## src/pressure_reaction_sequencer_assert.svh

```systemverilog
// Assertion macros for the pressure reaction sequencer.
// Used by the top level; expects clk and rst in scope.
`ifndef PRESSURE_REACTION_SEQUENCER_ASSERT_SVH
`define PRESSURE_REACTION_SEQUENCER_ASSERT_SVH

// same-cycle implication
`define PRS_ASSERT_NOW(label, ante, cons) \
  label: assert property (@(posedge clk) disable iff (rst) (ante) |-> (cons)) \
    else $error("prs same-cycle check failed");

// next-cycle implication
`define PRS_ASSERT_NEXT(label, ante, cons) \
  label: assert property (@(posedge clk) disable iff (rst) (ante) |=> (cons)) \
    else $error("prs next-cycle check failed");

`endif

```

## src/prs_pkg.sv

```systemverilog
// Types and constants of the pressure reaction sequencer.
// No dependencies; used by every module of the block.
`default_nettype none

package prs_pkg;

  localparam int ERR_W = 13;

  typedef enum logic [2:0] {
    PH_INIT    = 3'd0,
    PH_MONITOR = 3'd1,
    PH_CROUCH  = 3'd2,
    PH_HOLD    = 3'd3,
    PH_RETURN  = 3'd4,
    PH_COOL    = 3'd5
  } phase_t;

  typedef enum logic [1:0] {
    CMD_NONE   = 2'd0,
    CMD_CROUCH = 2'd1,
    CMD_STANCE = 2'd2
  } move_cmd_t;

  typedef enum logic [2:0] {
    REG_STANCE   = 3'd0,
    REG_CROUCH   = 3'd1,
    REG_DEADZONE = 3'd2,
    REG_TRIGGER  = 3'd3,
    REG_HOLD     = 3'd4,
    REG_RETURN   = 3'd5,
    REG_COOLDOWN = 3'd6,
    REG_PERIOD   = 3'd7
  } cfg_index_t;

  localparam logic [15:0]        INIT_WAIT_MS   = 16'd1000;
  localparam logic [15:0]        CROUCH_WAIT_MS = 16'd350;
  localparam logic [9:0]         MOVE_SPEED     = 10'd500;
  localparam logic signed [13:0] MIRROR_SPAN    = 14'sd3600;
  localparam logic [15:0]        PHASE_TIMER_MAX  = 16'hFFFF;
  localparam logic [9:0]         UPDATE_TIMER_MAX = 10'h3FF;

  typedef struct packed {
    logic [11:0] stance_angle;
    logic [11:0] crouch_amount;
    logic [11:0] dead_zone;
    logic [11:0] trigger_level;
    logic [15:0] hold_time_ms;
    logic [15:0] return_wait_ms;
    logic [15:0] cooldown_time_ms;
    logic [9:0]  update_period_ms;
  } cfg_t;

  localparam cfg_t CFG_RESET = '{
    stance_angle:     12'd2700,
    crouch_amount:    12'd350,
    dead_zone:        12'd2,
    trigger_level:    12'd0,
    hold_time_ms:     16'd400,
    return_wait_ms:   16'd400,
    cooldown_time_ms: 16'd2000,
    update_period_ms: 10'd25
  };

  typedef struct packed {
    logic [11:0] left_raw_angle;
    logic [11:0] right_raw_angle;
    logic        angles_valid;
    logic        enable_level;
  } sample_t;

  typedef struct packed {
    move_cmd_t   move_command;
    logic [11:0] target_angle;
    logic [9:0]  move_speed;
    logic        is_crouched;
    logic [11:0] crouch_offset;
    phase_t      phase;
    logic        is_enabled;
  } result_t;

endpackage

`default_nettype wire

```

## src/prs_sample_if.sv

```systemverilog
// Input channel of the pressure reaction sequencer: one tick word.
// No dependencies.
`default_nettype none

interface prs_sample_if;
  logic        valid;
  logic        ready;
  logic [11:0] left_raw_angle;
  logic [11:0] right_raw_angle;
  logic        angles_valid;
  logic        enable_level;

  modport source (
    output valid, left_raw_angle, right_raw_angle, angles_valid, enable_level,
    input  ready
  );

  modport sink (
    input  valid, left_raw_angle, right_raw_angle, angles_valid, enable_level,
    output ready
  );
endinterface

`default_nettype wire

```

## src/prs_result_if.sv

```systemverilog
// Output channel of the pressure reaction sequencer: one result word per tick.
// No dependencies.
`default_nettype none

interface prs_result_if;
  logic        valid;
  logic        ready;
  logic [1:0]  move_command;
  logic [11:0] target_angle;
  logic [9:0]  move_speed;
  logic        is_crouched;
  logic [11:0] crouch_offset;
  logic [2:0]  phase;
  logic        is_enabled;

  modport source (
    output valid, move_command, target_angle, move_speed, is_crouched,
           crouch_offset, phase, is_enabled,
    input  ready
  );

  modport sink (
    input  valid, move_command, target_angle, move_speed, is_crouched,
           crouch_offset, phase, is_enabled,
    output ready
  );
endinterface

`default_nettype wire

```

## src/prs_error.sv

```systemverilog
// Leg deviation error: mirrors the right angle, takes the larger deviation
// from stance and applies the dead zone; zero when angles are invalid. Depends on prs_pkg.
`default_nettype none

module prs_error
  import prs_pkg::*;
(
  input  wire logic [11:0]      left_raw_angle,
  input  wire logic [11:0]      right_raw_angle,
  input  wire logic             angles_valid,
  input  wire logic [11:0]      stance_angle,
  input  wire logic [11:0]      dead_zone,
  output logic      [ERR_W-1:0] err
);

  logic signed [13:0] left_dev;
  logic signed [13:0] mirror;
  logic signed [13:0] right_dev;
  logic [ERR_W-1:0]   left_abs;
  logic [ERR_W-1:0]   right_abs;
  logic [ERR_W-1:0]   err_max;

  always_comb begin
    left_dev  = $signed({2'b00, left_raw_angle}) - $signed({2'b00, stance_angle});
    mirror    = MIRROR_SPAN - $signed({2'b00, right_raw_angle});
    right_dev = mirror - $signed({2'b00, stance_angle});
    left_abs  = left_dev[13] ? ERR_W'(-left_dev) : left_dev[ERR_W-1:0];
    right_abs = right_dev[13] ? ERR_W'(-right_dev) : right_dev[ERR_W-1:0];
    err_max   = (left_abs > right_abs) ? left_abs : right_abs;
    if (!angles_valid || (err_max < {1'b0, dead_zone})) begin
      err = '0;
    end else begin
      err = err_max;
    end
  end

endmodule

`default_nettype wire

```

## src/prs_seq.sv

```systemverilog
// Sequencer state: phase, phase and update timers, enable flag. Gives the
// result word of the tick being stepped. Depends on prs_pkg.
`default_nettype none

module prs_seq
  import prs_pkg::*;
(
  input  wire logic             clk,
  input  wire logic             rst,
  input  wire logic             step,
  input  wire logic             enable_level,
  input  wire logic [ERR_W-1:0] err,
  input  wire cfg_t             cfg,
  output result_t               res_next
);

  phase_t      phase_reg;
  logic [15:0] phase_timer;
  logic [9:0]  update_timer;
  logic        enabled_flag;

  phase_t      phase_next;
  logic [15:0] phase_timer_next;
  logic [9:0]  update_timer_next;

  phase_t      phase_edge;
  logic [15:0] timer_edge;
  logic [9:0]  update_inc;
  logic        en_rise;
  logic        en_fall;
  logic        eval;
  logic        crouch_go;
  logic        return_go;
  logic [11:0] crouch_target;

  assign en_rise    = enable_level && !enabled_flag;
  assign en_fall    = !enable_level && enabled_flag;
  assign update_inc = (update_timer != UPDATE_TIMER_MAX) ? update_timer + 10'd1
                                                         : update_timer;
  assign phase_edge = en_rise ? PH_COOL : phase_reg;
  assign timer_edge = en_rise ? 16'd0 :
                      (phase_timer != PHASE_TIMER_MAX) ? phase_timer + 16'd1 : phase_timer;
  assign eval       = enable_level && (update_inc >= cfg.update_period_ms);
  assign crouch_go  = eval && (phase_edge == PH_MONITOR) && (err > {1'b0, cfg.trigger_level});
  assign return_go  = eval && (phase_edge == PH_HOLD) && (timer_edge > cfg.hold_time_ms);
  assign crouch_target = (cfg.crouch_amount > cfg.stance_angle) ? 12'd0
                       : cfg.stance_angle - cfg.crouch_amount;

  always_comb begin
    phase_next        = phase_edge;
    phase_timer_next  = timer_edge;
    update_timer_next = eval ? 10'd0 : update_inc;
    if (eval) begin
      unique case (phase_edge)
        PH_INIT: begin
          if (timer_edge > INIT_WAIT_MS) phase_next = PH_MONITOR;
        end
        PH_MONITOR: begin
          if (crouch_go) phase_next = PH_CROUCH;
        end
        PH_CROUCH: begin
          if (timer_edge > CROUCH_WAIT_MS) phase_next = PH_HOLD;
        end
        PH_HOLD: begin
          if (return_go) phase_next = PH_RETURN;
        end
        PH_RETURN: begin
          if (timer_edge > cfg.return_wait_ms) phase_next = PH_COOL;
        end
        PH_COOL: begin
          if (timer_edge > cfg.cooldown_time_ms) phase_next = PH_MONITOR;
        end
        default: phase_next = phase_edge;
      endcase
    end
    if (phase_next != phase_edge) phase_timer_next = 16'd0;
  end

  always_comb begin
    res_next.move_command = CMD_NONE;
    res_next.target_angle = 12'd0;
    res_next.move_speed   = 10'd0;
    if (en_fall || return_go) begin
      res_next.move_command = CMD_STANCE;
      res_next.target_angle = cfg.stance_angle;
      res_next.move_speed   = MOVE_SPEED;
    end else if (crouch_go) begin
      res_next.move_command = CMD_CROUCH;
      res_next.target_angle = crouch_target;
      res_next.move_speed   = MOVE_SPEED;
    end
    res_next.is_crouched   = (phase_next == PH_CROUCH) || (phase_next == PH_HOLD);
    res_next.crouch_offset = res_next.is_crouched ? cfg.crouch_amount : 12'd0;
    res_next.phase         = phase_next;
    res_next.is_enabled    = enable_level;
  end

  always_ff @(posedge clk) begin
    if (rst) begin
      phase_reg    <= PH_INIT;
      phase_timer  <= 16'd0;
      update_timer <= 10'd0;
      enabled_flag <= 1'b1;
    end else if (step) begin
      phase_reg    <= phase_next;
      phase_timer  <= phase_timer_next;
      update_timer <= update_timer_next;
      enabled_flag <= enable_level;
    end
  end

endmodule

`default_nettype wire

```

## src/pressure_reaction_sequencer.sv

```systemverilog
// Pressure reaction sequencer: takes one tick word per clock cycle while the
// output is not stalled, one word in flight in the input register and one in
// the result register; the result word of a tick is registered in the result
// register. A tick is taken in every cycle in which the input register is
// empty or passes its word on, and the input register passes its word on in
// every cycle in which the result register is free or being emptied. The rate
// is set by the single evaluation path from the input register through the
// error unit and the phase sequencer into the result register.
// Depends on prs_pkg, prs_sample_if, prs_result_if, prs_error, prs_seq and the
// assertion macro header.
`default_nettype none

`include "pressure_reaction_sequencer_assert.svh"

module pressure_reaction_sequencer
  import prs_pkg::*;
(
  input  wire logic        clk,
  input  wire logic        rst,
  input  wire logic        cfg_we,
  input  wire logic [2:0]  cfg_index,
  input  wire logic [15:0] cfg_data,
  prs_sample_if.sink       sample,
  prs_result_if.source     result
);

  cfg_t             cfg;
  sample_t          s1;
  logic             s1_valid;
  result_t          res;
  logic             res_valid;
  result_t          res_next;
  logic             advance;
  logic [ERR_W-1:0] err;

  assign advance      = s1_valid && (!res_valid || result.ready);
  assign sample.ready = !s1_valid || advance;

  always_ff @(posedge clk) begin
    if (rst) begin
      cfg <= CFG_RESET;
    end else if (cfg_we) begin
      unique case (cfg_index_t'(cfg_index))
        REG_STANCE:   cfg.stance_angle     <= cfg_data[11:0];
        REG_CROUCH:   cfg.crouch_amount    <= cfg_data[11:0];
        REG_DEADZONE: cfg.dead_zone        <= cfg_data[11:0];
        REG_TRIGGER:  cfg.trigger_level    <= cfg_data[11:0];
        REG_HOLD:     cfg.hold_time_ms     <= cfg_data;
        REG_RETURN:   cfg.return_wait_ms   <= cfg_data;
        REG_COOLDOWN: cfg.cooldown_time_ms <= cfg_data;
        REG_PERIOD:   cfg.update_period_ms <= cfg_data[9:0];
        default:      cfg <= cfg;
      endcase
    end
  end

  always_ff @(posedge clk) begin
    if (rst) begin
      s1_valid <= 1'b0;
    end else if (sample.ready) begin
      s1_valid <= sample.valid;
    end
  end

  always_ff @(posedge clk) begin
    if (sample.valid && sample.ready) begin
      s1.left_raw_angle  <= sample.left_raw_angle;
      s1.right_raw_angle <= sample.right_raw_angle;
      s1.angles_valid    <= sample.angles_valid;
      s1.enable_level    <= sample.enable_level;
    end
  end

  prs_error u_error (
    .left_raw_angle  (s1.left_raw_angle),
    .right_raw_angle (s1.right_raw_angle),
    .angles_valid    (s1.angles_valid),
    .stance_angle    (cfg.stance_angle),
    .dead_zone       (cfg.dead_zone),
    .err             (err)
  );

  prs_seq u_seq (
    .clk          (clk),
    .rst          (rst),
    .step         (advance),
    .enable_level (s1.enable_level),
    .err          (err),
    .cfg          (cfg),
    .res_next     (res_next)
  );

  always_ff @(posedge clk) begin
    if (rst) begin
      res_valid <= 1'b0;
    end else if (advance) begin
      res_valid <= 1'b1;
    end else if (result.ready) begin
      res_valid <= 1'b0;
    end
  end

  always_ff @(posedge clk) begin
    if (advance) begin
      res <= res_next;
    end
  end

  assign result.valid         = res_valid;
  assign result.move_command  = res.move_command;
  assign result.target_angle  = res.target_angle;
  assign result.move_speed    = res.move_speed;
  assign result.is_crouched   = res.is_crouched;
  assign result.crouch_offset = res.crouch_offset;
  assign result.phase         = res.phase;
  assign result.is_enabled    = res.is_enabled;

  `PRS_ASSERT_NOW(a_stall_blocks_input, s1_valid && res_valid && !result.ready, !sample.ready)
  `PRS_ASSERT_NOW(a_cmd_has_speed, res_valid && (res.move_command != CMD_NONE), res.move_speed == MOVE_SPEED)
  `PRS_ASSERT_NOW(a_crouch_phase, res_valid && (res.move_command == CMD_CROUCH), res.phase == PH_CROUCH)
  `PRS_ASSERT_NEXT(a_advance_fills, advance, res_valid)

endmodule

`default_nettype wire
```

## src/flat_wrapper.sv

```systemverilog
// flat-port wrapper written by rule: the top's interface ports become plain ports
module pressure_reaction_sequencer_flat import prs_pkg::*;
  (clk, rst, cfg_we, cfg_index, cfg_data, sample_valid, sample_left_raw_angle, sample_right_raw_angle, sample_angles_valid, sample_enable_level, sample_ready, result_valid, result_move_command, result_target_angle, result_move_speed, result_is_crouched, result_crouch_offset, result_phase, result_is_enabled, result_ready);
  prs_sample_if sample_i ();
  prs_result_if result_i ();
  input  wire logic clk;
  input  wire logic rst;
  input  wire logic cfg_we;
  input  wire logic [2:0] cfg_index;
  input  wire logic [15:0] cfg_data;
  input wire logic [$bits(sample_i.valid)-1:0] sample_valid;
  input wire logic [$bits(sample_i.left_raw_angle)-1:0] sample_left_raw_angle;
  input wire logic [$bits(sample_i.right_raw_angle)-1:0] sample_right_raw_angle;
  input wire logic [$bits(sample_i.angles_valid)-1:0] sample_angles_valid;
  input wire logic [$bits(sample_i.enable_level)-1:0] sample_enable_level;
  output wire logic [$bits(sample_i.ready)-1:0] sample_ready;
  output wire logic [$bits(result_i.valid)-1:0] result_valid;
  output wire logic [$bits(result_i.move_command)-1:0] result_move_command;
  output wire logic [$bits(result_i.target_angle)-1:0] result_target_angle;
  output wire logic [$bits(result_i.move_speed)-1:0] result_move_speed;
  output wire logic [$bits(result_i.is_crouched)-1:0] result_is_crouched;
  output wire logic [$bits(result_i.crouch_offset)-1:0] result_crouch_offset;
  output wire logic [$bits(result_i.phase)-1:0] result_phase;
  output wire logic [$bits(result_i.is_enabled)-1:0] result_is_enabled;
  input wire logic [$bits(result_i.ready)-1:0] result_ready;
  assign sample_i.valid = sample_valid;
  assign sample_i.left_raw_angle = sample_left_raw_angle;
  assign sample_i.right_raw_angle = sample_right_raw_angle;
  assign sample_i.angles_valid = sample_angles_valid;
  assign sample_i.enable_level = sample_enable_level;
  assign sample_ready = sample_i.ready;
  assign result_valid = result_i.valid;
  assign result_move_command = result_i.move_command;
  assign result_target_angle = result_i.target_angle;
  assign result_move_speed = result_i.move_speed;
  assign result_is_crouched = result_i.is_crouched;
  assign result_crouch_offset = result_i.crouch_offset;
  assign result_phase = result_i.phase;
  assign result_is_enabled = result_i.is_enabled;
  assign result_i.ready = result_ready;
  pressure_reaction_sequencer u_core (.clk(clk), .rst(rst), .cfg_we(cfg_we), .cfg_index(cfg_index), .cfg_data(cfg_data), .sample(sample_i), .result(result_i));
endmodule
```

## config.mk

```make
export PLATFORM = sky130hd
export DESIGN_NAME = pressure_reaction_sequencer_flat
export DESIGN_NICKNAME = d
export VERILOG_FILES = /design/src/prs_pkg.sv /design/src/prs_sample_if.sv /design/src/prs_result_if.sv /design/src/prs_error.sv /design/src/prs_seq.sv /design/src/pressure_reaction_sequencer.sv /design/src/flat_wrapper.sv
export VERILOG_INCLUDE_DIRS = /design/src /design/src/src
export SDC_FILE = /design/constraint.sdc
export NUM_CORES = 1
export LEC_CHECK = 0
export BUFFER_PORTS_ARGS = -buffer_cell sky130_fd_sc_hd__buf_2
export CORE_AREA = 5 5 195 141
export CTS_CLUSTER_DIAMETER = 50
export DETAILED_ROUTE_END_ITERATION = 7
export DIE_AREA = 0 0 200 146
export MAX_ROUTING_LAYER = met4
export PLACE_DENSITY = 0.74
export SLEW_MARGIN = 20
export SYNTH_ARGS = -nofsm -noshare
export SYNTH_HDL_FRONTEND = slang
export SYNTH_HIERARCHICAL = 1
export SYNTH_SLANG_ARGS = --single-unit
```

## constraint.sdc

```tcl
create_clock -name clk -period 30 [get_ports clk]
set_input_delay 7.5 -clock clk [delete_from_list [all_inputs] [get_ports clk]]
set_output_delay 7.5 -clock clk [all_outputs]
set_load 0.02 [all_outputs]
```

==> results of run 1 <==
layout by cell type (no fill, tap or decap), drive strengths merged, types with 33 or more instances in the layout:
cell    synthesis  routed
ha            132     132
xnor2          48      48
buf            40      99
mux2i         113     113
nand2          78      78
inv           131     138
edfxtp         67      67
nor2          139     139
nand2b        112     112
a21oi          79      79
o21ai          40      40
nand3          33      33
dfxtp         138     138
stage by stage:
step | setup slack (ns) | power (mW) | hold WS, ns | cells
floorplan | 14.72 | 0.486 | 0.434 | 1542
global placement | 14.56 | 0.533 | 0.446 | 1899
detailed placement | 14.54 | 0.541 | 0.466 | 1899
CTS | 14.54 | 0.851 | 0.478 | 1945
global route | 14.51 | 0.896 | 0.494 | 1946
finish | 14.54 | 0.850 | 0.475 | 1946
worst max-delay path, delay by kind of cell:
kind / cells / cell delay, ns
buffers and inverters: 2 / 0.28
AND/OR/NAND/NOR: 1 / 0.18
path summary, 6_finish.rpt:
| path | start | end | cells after the start |
|---|---|---|---|
| min reg2reg | u_core/cfg[29] | u_core/cfg[29] | 2 |
| max reg2reg | u_core/s1[2] | u_core/result.crouch_offset[6] | 40 |
| min | u_core/cfg[29] | u_core/cfg[29] | 2 |
| max | result_ready | sample_ready | 3 |
power breakdown:
part           leakage (nW)  switching (mW)  internal, mW
clock network         0.415           0.127         0.181
registers              1.76         0.00567         0.296
logic                  4.66           0.143        0.0982
total                  6.84           0.275         0.575
layer usage:
metal	vias to the layer above	GRT usage, %	wire length, µm
li1	5582	-	-
met5	-	-	0
met2	313	34.4	14700
met4	0	4.68	692
met3	55	4.70	2570
met1	5507	36.4	17500
area by class of cell:
type | instances | area [µm²] | share of cell area, %
Clock buffer | 32 | 682 | 4.43
Clock inverter | 14 | 158 | 1.02
Inverter | 132 | 495 | 3.22
Multi-Input combinational cell | 1133 | 8350 | 54.3
Sequential cell | 205 | 4770 | 31.0
Tap cell | 331 | 414 | 2.69
Timing Repair Buffer | 99 | 519 | 3.37
cells by family (layout without fill, tap and decap cells):
logic type                 Yosys count  after routing
muxes                              118            118
adders and majority gates          135            135
and+or+nand+nor                    538            538
buffers and inverters              204            277
DFF                                205            205
AOI/OAI and AO/OA                  266            266
xor gates and xnor gates            72             72
other                                1              4
==> impl_results.md, run 1 <==
* Status: finished clean
* Synth Flop Type: dfxtp_1
* Final number of setup-violating endpoints at 0
* CP Max Fanout at 3
* Post-layout util at between 60% and 70%
* Post-synthesis mux area share at 8.49%
* Drt drc at 0
* Largest Register: u_core/cfg
* Post CTS Setup Buffer Count at 0
* Hold Fails Final Rpt at 0
* Slew @ Worst Pin at a little over 1 ns
* Post-synthesis adder-cell area fraction at 12.2%
* Synth area leaders: dfxtp_1 20%, edfxtp_1 14%, ha_1 12%
* Slowest CP cell: nand3b_1
* Final nets at 1781
* Number of max-cap violations at 0
* CTS tree: built
* Post-CTS Hold Buffers at 0
* Worst EP required at roughly 23 ns
* Setup tns final at 0 ns
* DR WL/cell at 18.2 µm
* Initial antenna violation count at 0
* # port buffers at 92
* Layout cells sized above 1 at ~11%
* Synth top area share at ~20%
* Slew Viols, Final at 0
* Post-Syn Area at 14000 µm²
* Clk slew on worst S/H paths at roughly 0.060 ns
* Largest net degree at the start of global routing at 81
* Post-Synthesis Cells at ~1500
* Initial Util at a little under three fifths
* Row cnt at 49
* Avg Vias per Cell at 5.89
* Post-layout min period at 15.46 ns
* Final wirelength at 35.5 mm
* Post-cts sizing count at 0
* # fillers at between 2000 and 2500
* Most frequent CP cell: buf_2
* Area fraction in compound gates after synthesis at 13.3%
* Antenna-violating nets left at 0
* Clk_lat worst skew at 0.55 ns
* # clock sinks at roughly 200
* #FFs+latches synth at 205
* Flop-to-flop setup slack at 19.14 ns
* Io pins at 93
* First-pass GRT wire length at 56.3 mm
* Synth Area in XOR/XNOR at 4.51%
* Largest register FFs at roughly 110
* Ant diodes at 0
* Vias in the first global route at 10800
* VDD IR-drop max at 0.0594 mV
* Die width at roughly 200 µm
* Yosys Warn Count at 6
* GRT Residual Overflow at 0
* Die Y-Extent at approximately 150 µm
* Rel. slew slack at between 30% and 40%
* PD cells at 55.2 nW/µm²
* Num CTS Buffers at 25
* CTS root buffer: clkbuf_16
* Die Area at 29200 µm²
* Final HPWL DP at 26.8 mm
* DP Area at approximately 15000 µm²
* Placer Congestion at between 0.9 and 1
* Synth top cells by count: 139 x nor2_1, 138 x dfxtp_1, 132 x ha_1, 130 x inv_1, 113 x mux2i_1
* Fraction of registers with async set/reset at 0%
* Simple-gate share of the synthesized area at 21.0%
* CTS max path bufs at 3
* P&R area growth vs syn at 10.2%
* Regs by FF count: u_core/cfg x106, u_core/s1 x26, u_core/u_seq/phase_timer x16
* Finished Cell Area at 15400 µm²
* CP Capture Type: primary output
* Syn avg cell area at approximately 9.1 µm²
* Yosys top cell by area: dfxtp_1
* Post-synthesis cell type count at 94
* Crit Path Class: input pin to primary output
* Tot GR Track Use at around 24%
* Clock Skews at around 0.024 ns
* H-tree depth at 1
* Lkg Pwr at 6.84 nW
* Worst EP arrival at a little under 8 ns
* Most common cell in the netlist: nor2_1
* Combinational family with the most area after synthesis: simple AND/OR/NAND/NOR gates
* Via count at around 11000
* Core region area at 25300 µm²
* RSZ-0062 raised after global routing: no
* Fmax at 64.7 MHz
* Post-synth EDFFs at 67
* CP Launch Type: input pin
* Max incr delay on CP at approximately 0.18 ns
* First-iteration detailed-routing DRC count at 1082
* 1st-pass router iterations at 5
* Worst-path cell chain: buf_2, nand3b_1, buf_2
* Worst Hold Class: register to register
* Period utilization at ~52%
* Sequential fraction of the synthesis area at between 30% and 40%
Note: power is estimated with default switching activity, not from simulation.
==> run 2: changes to the inputs <==
Clock period 30 ns to 16.1 ns, I/O delays scaled along.
==> impl_results.md, run 2 (same netlist as run 1, synthesis figures left out) <==
* Setup tns final at 0 ns (unchanged)
* Post-CTS Hold Buffers at 0 (unchanged)
* Initial antenna violation count at 1 (was 0)
* CP Capture Type: register (was primary output)
* Worst EP required at 16.33 ns (was 22.50 ns)
* First-iteration detailed-routing DRC count at 1013 (was 1082)
* P&R area growth vs syn at 9.62% (was 10.2%)
* CP startpoint: u_core/s1[2] (was result_ready)
* Die Area at 29200 µm² (unchanged)
* Top routing layer in use: met4 (unchanged)
* Number of max-cap violations at 0 (unchanged)
* Num CTS Buffers at 23 (was 25)
* Flop-to-flop setup slack at 5.49 ns (was 19.14 ns)
* Post-layout util at 60.7% (was 61.0%)
* Final nets at 1778 (was 1781)
* Area of the multi-input gates at 8350 µm² (unchanged)
* Worst Setup EP: u_core/result.crouch_offset[10] (was sample_ready)
* Rel. slew slack at 26.4% (was 31.7%)
* Final wirelength at 36.0 mm (was 35.5 mm)
* Hold Fails Final Rpt at 0 (unchanged)
* DP Cell Count at 1899 (unchanged)
* Slowest CP cell: nor2_1 (was nand3b_1)
* GRT Residual Overflow at 0 (unchanged)
* Met3 Routed Length at 2.72 mm (was 2.57 mm)
* Die width at 200 µm (unchanged)
* CTS max path bufs at 3 (unchanged)
* CTS root buffer: clkbuf_16 (unchanged)
* Status: finished clean (unchanged)
* Vias in the first global route at 10900 (was 10800)
* # port buffers at 92 (unchanged)
* # fillers at 2155 (was 2171)
* Final HPWL DP at 27.6 mm (was 26.8 mm)
* RR Startpoint: u_core/s1[2] (unchanged)
* 1st-pass router iterations at 5 (unchanged)
* CP Max Fanout at 18 (was 3)
* Non-Filler Instances at 1942 (was 1946)
* Io pins at 93 (unchanged)
* Clk_lat worst skew at 0.52 ns (was 0.55 ns)
* Regs by FF count: u_core/cfg x106, u_core/s1 x26, u_core/u_seq/phase_timer x16 (unchanged)
* Largest Register: u_core/cfg (unchanged)
* H-tree depth at 1 (unchanged)
* Worst Hold Class: register to register (unchanged)
* Layout cells sized above 1 at 10.6% (was 11.1%)
* R2R depth at 40 (unchanged)
* Clk slew on worst S/H paths at 0.06 ns (about the same)
* Most frequent cells in the layout: 138 x nor2_1, 138 x dfxtp_1, 132 x ha_1 (unchanged)
* RSZ-0062 raised after global routing: no (unchanged)
* Max incr delay on CP at 0.79 ns (was 0.18 ns)
* VDD IR-drop max at 0.0737 mV (was 0.0594 mV)
* Initial Util at 55.3% (unchanged)
* CP Launch Type: register (was input pin)
* Reg-to-reg endpoint: u_core/result.crouch_offset[10] (was u_core/result.crouch_offset[6])
* Most frequent CP cell: ha_1 (was buf_2)
* CTS tree: built (unchanged)
* Lkg Pwr at 6.79 nW (was 6.84 nW)
* Row cnt at 49 (unchanged)
* Clock Skews at 0.0116 ns (was 0.0238 ns)
* Avg Vias per Cell at 5.86 (was 5.89)
* # clock sinks at 205 (unchanged)
* First-pass GRT wire length at 57.7 mm (was 56.3 mm)
* Area occupied by registers at 4770 µm² (unchanged)
* DR WL/cell at 18.6 µm (was 18.2 µm)
* Period utilization at 65.9%
* Post CTS Setup Buffer Count at 0 (unchanged)
* Slew @ Worst Pin at 1.10 ns (was 1.02 ns)
* Largest register FFs at 106 (unchanged)
* Met2 routed WL at 15.2 mm (was 14.7 mm)
* Core region area at 25300 µm² (unchanged)
* PD cells at 101 nW/µm² (was 55.2 nW/µm²)
* Largest net degree at the start of global routing at 107 (was 81)
* Post-layout min period at around 11 ns
* Drt drc at 0 (unchanged)
* Fmax at approximately 94 MHz
* Worst EP arrival at 10.84 ns (was 7.96 ns)
* Wire length on met1 at 17.7 mm (was 17.5 mm)
* Antenna-violating nets left at 0 (unchanged)
* Via count at 11400 (was 11500)
* Placer Congestion at 0.972 (was 0.953)
* Tot GR Track Use at 25.0% (was 24.4%)
* Final worst slack at 5.49 ns (was 14.54 ns)
* Crit Path Class: register to register (was input pin to primary output)
* Setup WS pre-CTS at 5.65 ns (was 14.54 ns)
* Die Y-Extent at 146 µm (unchanged)
* Slew Viols, Final at 0 (unchanged)
* Post-cts sizing count at 0 (unchanged)
* Final number of setup-violating endpoints at 0 (unchanged)
-- run 2: cell types whose count changed in the layout (fill, tap and decap cells not counted) --
cell | before | now
diode_2 | 0 | 1
clkinv_1 | 2 | 1
clkinv_2 | 2 | 0
buf_6 | 1 | 0
inv_8 | 0 | 1
clkinv_8 | 1 | 0
inv_6 | 6 | 3
clkinv_4 | 1 | 0
clkbuf_8 | 3 | 1
clkbuf_1 | 4 | 10
inv_4 | 1 | 0
-- run 2: worst max-delay path: cells and delay by family, from the launching register on --
family                     cells  cell delay (ns)
AOI/OAI and AO/OA             13             2.92
DFF                            1             0.41
and+or+nand+nor               19             5.27
buffers and inverters          1             0.10
adders and majority gates      5             1.33
xor gates and xnor gates       2             0.27
-- run 2: stage by stage --
step | power (mW) | hold slack (ns) | instance area [µm²]
after floorplan | 0.906 | 0.434 | 14000
after global placement | 1.00 | 0.450 | 14500
after CTS | 1.55 | 0.471 | 15300
after global routing | 1.64 | 0.493 | 15300
final | 1.55 | 0.469 | 15300
after detailed placement | 1.01 | 0.458 | 14500
-- run 2: power by group --
group          internal, mW  switching, mW  leakage (nW)
logic                 0.182          0.265          4.66
clock network         0.325          0.214         0.375
registers             0.552         0.0111          1.76
-- run 2: cell type report --
class,count,area share [%]
clock buffers,36,4.42
clock inverters,6,0.637
inverters,132,3.23
diodes,1,0.0163
well taps,331,2.70
repair buffers,98,3.32
multi-input cells,1133,54.5
flip-flops and latches,205,31.2
-- run 2: routing by layer --
metal,vias to the layer above,global-route usage (%)
met3,39,3.70
met2,408,35.6
met4,0,3.90
li1,5561,-
met1,5376,38.1
met5,-,-
-- run 2: how the worst min path moves through the flow --
stage                    startpoint                   to  slack, ns  depth (start not counted)
floorplan           u_core/s1_valid  u_core/result.valid       0.43                          2
global placement    u_core/s1_valid  u_core/result.valid       0.45                          2
detailed placement  u_core/s1_valid  u_core/result.valid       0.46                          2
CTS                 u_core/s1_valid  u_core/result.valid       0.47                          2
global route        u_core/s1_valid  u_core/result.valid       0.49                          2
finish              u_core/s1_valid  u_core/result.valid       0.47                          2
